## src/design/order_crossover_permutation_core_defines.svh

```systemverilog
// Assertion macros used by the order crossover datapath.
// Each macro expands to one labeled concurrent assertion clocked on clk and
// disabled while arst_n is low.
`ifndef ORDER_CROSSOVER_PERMUTATION_CORE_DEFINES_SVH
`define ORDER_CROSSOVER_PERMUTATION_CORE_DEFINES_SVH

// The condition must never be true.
`define OCX_NEVER(label, cond, msg) \
	label: assert property (@(posedge clk) disable iff (!arst_n) !(cond)) \
		else $error(msg);

// Whenever ante holds, cons must hold in the same cycle.
`define OCX_IMPLY(label, ante, cons, msg) \
	label: assert property (@(posedge clk) disable iff (!arst_n) (ante) |-> (cons)) \
		else $error(msg);

`endif

```

## src/design/ocx_pkg.sv

```systemverilog
package ocx_pkg;

	// Default and hard limit of the permutation length.
	localparam int MAX_CLIENTS_DEF = 256;
	localparam int STORE_CAP       = 256;

	// Fixed field widths.
	localparam int POS_W  = 8;
	localparam int CUST_W = 9;
	localparam int NUM_W  = 9;

	// The seen map covers every possible customer id.
	localparam int ID_SPACE = 1 << CUST_W;

	localparam logic [NUM_W-1:0] NUM_CLIENTS_RST = NUM_W'(256);

	typedef logic [1:0] opcode_t;
	localparam opcode_t OP_LOAD  = 2'd0;
	localparam opcode_t OP_CROSS = 2'd1;
	localparam opcode_t OP_READ  = 2'd2;

	localparam logic REPLY_DONE = 1'b0;
	localparam logic REPLY_READ = 1'b1;
	localparam logic ST_OK      = 1'b0;
	localparam logic ST_BAD_CUT = 1'b1;

	typedef struct packed {
		opcode_t            opcode;
		logic [POS_W-1:0]   position;
		logic [CUST_W-1:0]  first_parent_customer;
		logic [CUST_W-1:0]  second_parent_customer;
		logic [POS_W-1:0]   cut_start;
		logic [POS_W-1:0]   cut_end;
	} req_t;

	typedef struct packed {
		logic               reply_kind;
		logic               status;
		logic [POS_W-1:0]   child_position;
		logic [CUST_W-1:0]  child_customer;
	} rsp_t;

	typedef enum logic [2:0] {
		S_IDLE,
		S_READ,
		S_CLEAR,
		S_COPY,
		S_FILL,
		S_DRAIN,
		S_DONE
	} state_t;

	// Controller to datapath.
	typedef struct packed {
		logic load_we;
		logic read_issue;
		logic cross_start;
		logic clr_step;
		logic copy_step;
		logic fill_step;
		logic out_load_read;
		logic out_load_done;
	} cmd_t;

	// Datapath to controller.
	typedef struct packed {
		logic cut_bad;
		logic clr_last;
		logic copy_at_stop;
		logic fill_last;
		logic pipe_busy;
		logic out_free;
	} stat_t;

endpackage

```

## src/design/ocx_ctrl.sv

```systemverilog
module ocx_ctrl
	import ocx_pkg::*;
(
	input  logic    clk,
	input  logic    arst_n,
	input  logic    req_valid,
	input  opcode_t req_opcode,
	output logic    req_stall,
	input  stat_t   stat,
	output cmd_t    cmd
);

	state_t state_q, state_d;
	logic   accept;

	assign req_stall = (state_q != S_IDLE);
	assign accept    = req_valid && !req_stall;

	always_ff @(posedge clk or negedge arst_n) begin
		if (!arst_n) begin
			state_q <= S_IDLE;
		end else begin
			state_q <= state_d;
		end
	end

	always_comb begin
		state_d = state_q;
		cmd     = '0;
		unique case (state_q)
			S_IDLE: begin
				if (accept) begin
					unique case (req_opcode)
						OP_LOAD: begin
							cmd.load_we = 1'b1;
						end
						OP_CROSS: begin
							cmd.cross_start = 1'b1;
							state_d = stat.cut_bad ? S_DONE : S_CLEAR;
						end
						OP_READ: begin
							cmd.read_issue = 1'b1;
							state_d = S_READ;
						end
						default: begin
						end
					endcase
				end
			end
			S_READ: begin
				if (stat.out_free) begin
					cmd.out_load_read = 1'b1;
					state_d = S_IDLE;
				end
			end
			S_CLEAR: begin
				cmd.clr_step = 1'b1;
				if (stat.clr_last) begin
					state_d = S_COPY;
				end
			end
			S_COPY: begin
				if (stat.copy_at_stop) begin
					state_d = S_FILL;
				end else begin
					cmd.copy_step = 1'b1;
				end
			end
			S_FILL: begin
				cmd.fill_step = 1'b1;
				if (stat.fill_last) begin
					state_d = S_DRAIN;
				end
			end
			S_DRAIN: begin
				if (!stat.pipe_busy) begin
					state_d = S_DONE;
				end
			end
			S_DONE: begin
				if (stat.out_free) begin
					cmd.out_load_done = 1'b1;
					state_d = S_IDLE;
				end
			end
			default: begin
				state_d = S_IDLE;
			end
		endcase
	end

endmodule

```

## config.mk

```make
export PLATFORM = sky130hd
export DESIGN_NAME = ocx_ctrl
export DESIGN_NICKNAME = d
export VERILOG_FILES = /design/src/design/order_crossover_permutation_core_defines.svh /design/src/design/ocx_pkg.sv /design/src/design/ocx_ctrl.sv
export SDC_FILE = /design/constraint.sdc
export NUM_CORES = 1
export LEC_CHECK = 0
export BUFFER_PORTS_ARGS = -buffer_cell sky130_fd_sc_hd__buf_2
export CORE_AREA = 3 3 40 42
export CTS_CLUSTER_DIAMETER = 150
export CTS_CLUSTER_SIZE = 40
export DETAILED_ROUTE_END_ITERATION = 8
export DIE_AREA = 0 0 43 45
export PLACE_DENSITY = 0.55
export SYNTH_ARGS = -nofsm -noshare
export SYNTH_HDL_FRONTEND = slang
export SYNTH_SLANG_ARGS = --single-unit
```

## constraint.sdc

```tcl
create_clock -name clk -period 2.1 [get_ports clk]
set_clock_uncertainty 0.05 [all_clocks]
set_input_delay 0.21 -clock clk [delete_from_list [all_inputs] [get_ports clk]]
set_output_delay 0.21 -clock clk [all_outputs]
set_load 0.03 [all_outputs]
```

==> key figures, run 1 <==
Outcome
  • Status: finished, final reports clean

Finish
  • Layout area overhead: 33.74%
  • Fillers: 143
  • Top reg by flops: state_q
  • Final core occ: 0.4323
  • Largest regs: state_q x3
  • Max reg flops: 3
  • Layout Cells excl Fill: 89
  • Share of post-route cells with drive strength above 1: 0.3919
  • Final nets: 87
  • Post-route cell area: 555.5 um^2
  • Inserted Diodes: 0

GRT
  • Vias in the first global route: 473
  • GR peak layer: met2
  • Met1 Track Usage GR: 0.1550
  • Gr usage total: 0.1318
  • Largest net degree at the start of global routing: 17
  • GR Util met2: 0.2335
  • Met3 usage: 0.01594
  • First-pass GRT wire length: 1.932 mm
  • Total grt overflow: 0
  • Initial antenna violation count: 0

Critical path
  • WP data required: 2170 ps
  • Crit Path Class: flop to flop
  • Worst setup EP type: flop
  • Critical path fanouts, max: 16
  • Worst R2R Path Depth: 4
  • R2r setup slk: 270 ps
  • CP startpoint: state_q[0]
  • CP endpoint: state_q[0]
  • Worst r2r src: state_q[0]
  • Critical Path Source Type: flop
  • Worst reg2reg path endpoint: state_q[0]
  • CP Data Arrival Time: 1900 ps

Detailed routing
  • Antenna-violating nets left: 0
  • DRT Wirelength: 1.171 mm
  • Drt pass-1 iters: 4
  • DRT iter0 DRCs: 4
  • WL/cell: 13.16 um
  • Remaining routing DRC violations: 0
  • Vias per inst: 5.270
  • Detailed-route via count: 469

Clocking
  • Worst-path clk slew: 40 ps
  • Post-CTS resize count: 0
  • CTS Buf Count: 3
  • CTS H-tree depth: 1
  • CTS tree: done
  • Skew-Pair Late Insertion Delay: 240 ps
  • Clock Tree Buf Depth: 2
  • Postcts setup bufs: 0
  • Hold-fix buffers, CTS: 1
  • Root buffer cell: clkbuf_4
  • Sink Count: 3

STA
  • RSZ-0062 raised after global routing: false
  • Hold slack final: 242.9 ps
  • Finish-stage setup viols: 0
  • Crit path time final: 1830 ps
  • Slew Limit Fails: 0
  • Final Cycle Share: 0.8715
  • Achievable Freq: 546.4 MHz
  • Fin Setup TNS: 0 ps
  • Final Hold Vio Count: 0
  • Worst slew margin: 0.6856
  • Fin worst setup slack: 269.9 ps
  • Slew @ Worst Pin: 471.6 ps

Synthesis
  • Largest cells by area after synthesis: dfrtp_1, mux2_4, nor2b_1
  • Share of the synthesized area in the top cell type: 0.1807
  • Sequential fraction of the synthesis area: 0.1807
  • Post-synthesis cell area: 415.4 um^2
  • Synthesized netlist cell count: 52
  • Yosys cell types: 32
  • Yosys Warn Count: 0
  • Cell taking the most area after synthesis: dfrtp_1
  • FF+latch count, synth: 3
  • Syn nets: 64
  • Avg Inst Size Synth: 7.988 um^2

Floorplanning
  • Die Wd: 43 um
  • Initial Utilization: 0.3233
  • Die area: 0.001935 mm^2
  • Row Count: 13
  • Die Y: 45 um
  • IO Pins: 20
  • Core region area: 0.001285 mm^2

Placed design
  • Dpl cell area: 519.2 um^2
  • Input/output buffers: 19
  • Pre-CTS WS: 264.1 ps
  • Dpl cells: 84
  • GP Congestion: 0.7504
  • Post-DP HPWL: 914 um

Run
  • Max Cap Viol: 0

Worst hold path
  • Worst min path class: input pin to async pin

Pwr
  • Final Power: 0.8349 mW
  • P per Cell Area: 1503 mW/mm^2
  • LEAKAGE: 0.2580 nW
  • VDD IR max: 0.4694 mV
-- synthesized netlist by cell type --
cell type	instances
a211oi_1	1
nand3b_1	1
nor3b_1	2
buf_2	2
nor3_1	4
o32ai_2	1
or3b_1	1
nor2b_1	4
dfrtp_1	3
mux2i_1	1
o21ai_0	1
nor3_4	1
a21oi_2	1
a22oi_1	1
or3_1	2
inv_2	1
a31o_1	1
nand2_1	3
xor2_1	1
and3_1	1
buf_4	1
o22ai_1	1
inv_1	1
nand2b_1	2
mux2_4	2
o2bb2ai_1	1
a221oi_1	1
a21oi_1	3
nand3_1	1
nor2_1	4
nor4_1	1
ha_1	1
-- critical path, stage by stage (launching register included) --
cell     delay, ps
dfrtp_1        630
mux2i_1        170
a31o_1         290
nor3_4         250
mux2_4         320
-- final cells by class --
class	count	area, um^2	area share
Inverter	2	7.507	0.01351
Multi-Input combinational cell	44	315.3	0.5676
Clock buffer	4	26.28	0.04730
Timing Repair Buffer	21	112.6	0.2027
Sequential cell	3	75.07	0.1351
Tap cell	15	18.77	0.03378
-- cell families after synthesis --
| family | count (synthesis) | share of synthesized area |
|---|---|---|
| adders and majority gates | 1 | 0.03012 |
| muxes | 3 | 0.09639 |
| buffers and inverters | 5 | 0.06023 |
| AOI/OAI and AO/OA | 12 | 0.2229 |
| xor gates and xnor gates | 1 | 0.02109 |
| and+or+nand+nor | 27 | 0.3885 |
| DFF | 3 | 0.1807 |
-- power by group --
group | internal, mW | switching (mW)
registers | 0.0834 | 0.0813
logic | 0.254 | 0.312
clock network | 0.0714 | 0.0326
total | 0.409 | 0.426
-- cell usage in the layout (no fill, tap or decap), types with 2 or more instances in the layout --
cell / instances
or3_1: 2
a21oi_1: 3
dfrtp_1: 3
nor2_1: 4
nor3_1: 4
nor2b_1: 4
nor3b_1: 2
buf_2: 19
nand2b_1: 2
mux2_4: 2
nand2_1: 3
clkbuf_4: 3
-- routing by layer --
metal	wire length, um	share of wire
met5	0	0
met4	18	0.015
met3	66	0.056
met2	572	0.49
met1	513	0.44
-- worst min-delay path by stage --
stage,from,end,slack (ps),cells past startpoint
3_3_place_gp,arst_n,state_q[2],-40,1
4_1_cts,arst_n,state_q[0],250,2
2_1_floorplan,arst_n,state_q[0],-140,0
6_report,arst_n,state_q[0],240,2
3_5_place_dp,arst_n,state_q[2],-40,1
5_1_grt,arst_n,state_q[2],250,2
Note: power is estimated with default switching activity, not from simulation.
==> inputs of run 2 (changes only) <==
CORE_AREA = 2 2 39 41   (was 3 3 40 42)
DIE_AREA = 0 0 41 43   (was 0 0 43 45)
==> run 2 against run 1 <==
Net effect: combinational power fell by 5.5%; count of clock-buffer cells in the layout stayed put; flip-flop and latch count is the same; global-route usage is 0.99 points lower; worst hold slack better by 11 ps; die area fell by 8.9%; cell area decreased by 1.1%; non-clock buffer count decreased by 1; critical path type is now flop to output port.
==> key figures, run 2 (synthesis gave the netlist of run 1 again) <==
Placed design
  • Dpl cells: 84
  • Post-DP HPWL: 755.8 um
  • Pre-CTS WS: 299.9 ps
  • Input/output buffers: 19
  • GP Congestion: 0.7550
  • Dpl cell area: 513.0 um^2

Finish
  • Final nets: 86
  • Commonest non-fill, non-tap cell in the layout: buf_2
  • Top reg by flops: state_q
  • Largest regs: state_q x3
  • Fillers: 148
  • Post-route cell area: 549.3 um^2
  • Layout Cells excl Fill: 89
  • Layout area overhead: 32.23%
  • Final core occ: 0.3969
  • Most frequent cells in the layout: buf_2, nor3_1, nor2_1, nor2b_1
  • Inserted Diodes: 0
  • Max reg flops: 3
  • Share of post-route cells with drive strength above 1: 0.3836

Run
  • Max Cap Viol: 0

Critical path
  • Critical path fanouts, max: 16
  • Top Family by Delay on Critical Path: simple AND/OR/NAND/NOR gates
  • Critical Path Source Type: flop
  • Crit-path slowest cell: dfrtp_1
  • Worst Path Buf+Inv: 1
  • Worst path cell trace: nor2_1 > nand3_1 > nor3b_1 > buf_2
  • WP data required: 1840 ps
  • Largest stage delay, worst path: 540 ps
  • Worst setup EP type: output port
  • Worst r2r src: state_q[0]
  • CP startpoint: state_q[0]
  • CP Data Arrival Time: 1560 ps
  • Crit Path Class: flop to output port

Clocking
  • Skew-Pair Late Insertion Delay: 230 ps
  • Post-CTS resize count: 0
  • Sink Count: 3
  • Root buffer cell: clkbuf_4
  • Postcts setup bufs: 0
  • Worst-path clk slew: 40 ps
  • Clock Tree Buf Depth: 2
  • CTS Buf Count: 3
  • CTS tree: done
  • CTS H-tree depth: 1

STA
  • Crit path time final: 1824 ps
  • Achievable Freq: 548.2 MHz
  • Fin worst setup slack: 276.0 ps
  • Fin Setup TNS: 0 ps
  • Slew @ Worst Pin: 486.2 ps
  • Finish-stage setup viols: 0
  • Final Cycle Share: 0.8686
  • Worst slew margin: 0.6759
  • Slew Limit Fails: 0
  • Hold slack final: 254.0 ps
  • Final Hold Vio Count: 0
  • RSZ-0062 raised after global routing: false

Pwr
  • P per Cell Area: 1465 mW/mm^2
  • Pint: 0.3977 mW
  • Clock power frac: 0.124
  • Sw power: 0.4071 mW
  • LEAKAGE: 0.2530 nW
  • Combinational Power Share: 0.664
  • Sw frac: 0.5058
  • Final Power: 0.8048 mW
  • Reg power frac: 0.211
  • VDD IR max: 0.4691 mV

Detailed routing
  • Detailed-route via count: 462
  • Drt pass-1 iters: 3
  • Remaining routing DRC violations: 0
  • DRT Wirelength: 992 um
  • Antenna-violating nets left: 0
  • Vias per inst: 5.191
  • WL/cell: 11.15 um
  • DRT iter0 DRCs: 2

GRT
  • Vias in the first global route: 365
  • First-pass GRT wire length: 1.518 mm
  • Initial antenna violation count: 0
  • Total grt overflow: 0
  • Gr usage total: 0.1219
  • Largest net degree at the start of global routing: 17

Floorplanning
  • Row Count: 14
  • Die area: 0.001763 mm^2
  • Initial Utilization: 0.3002
  • IO Pins: 20
  • Die Wd: 41 um
  • Die Y: 43 um
  • Core region area: 0.001384 mm^2

Outcome
  • Status: finished, final reports clean

Worst hold path
  • Worst min path class: input pin to async pin
## run 2: changes by cell type in the layout (fill, tap and decap cells not counted)
cell	before	now
buf_4	1	0
## run 2: layout make-up
type	count	area, um^2	share of cell area
Clock buffer	4	26.28	0.04784
Inverter	2	7.507	0.01367
Multi-Input combinational cell	44	315.3	0.5740
Sequential cell	3	75.07	0.1367
Tap cell	16	20.02	0.03645
Timing Repair Buffer	20	105.1	0.1913
## run 2: timing repair
action	4_1_cts	5_1_grt
setup endpoints to repair	0	0
hold endpoints to repair	3	0
hold buffers	1	0
## run 2: power by group through the flow
| stage | clock network [mW] | registers (mW) | logic [mW] |
|---|---|---|---|
| after CTS | 0.104 | 0.168 | 0.542 |
| after global placement | 0 | 0.169 | 0.544 |
| after global routing | 0.108 | 0.179 | 0.591 |
| final | 0.100 | 0.170 | 0.535 |
| after detailed placement | 0 | 0.169 | 0.538 |
| after floorplan | 0 | 0.107 | 0.503 |
## run 2: final timing paths
| check | end | slack, ps | cells past startpoint |
|---|---|---|---|
| worst min register to register | state_q[1] | 720 | 2 |
| worst min-delay path | state_q[0] | 250 | 2 |
| min in group clk | state_q[1] | 340 | 4 |
| max in group asynchronous | state_q[2] | 1640 | 2 |
| worst max register to register | state_q[2] | 290 | 4 |
| worst max-delay path | cmd[5] | 280 | 4 |
## run 2: routing by layer
layer  vias to the layer above  part of all wire  global-route usage
met2                         7              0.53              0.1938
met3                         2             0.021                   0
met5                         -                 0                   0
met1                       214              0.43              0.1623
met4                         0             0.019             0.06000
li1                        239                 -                   -
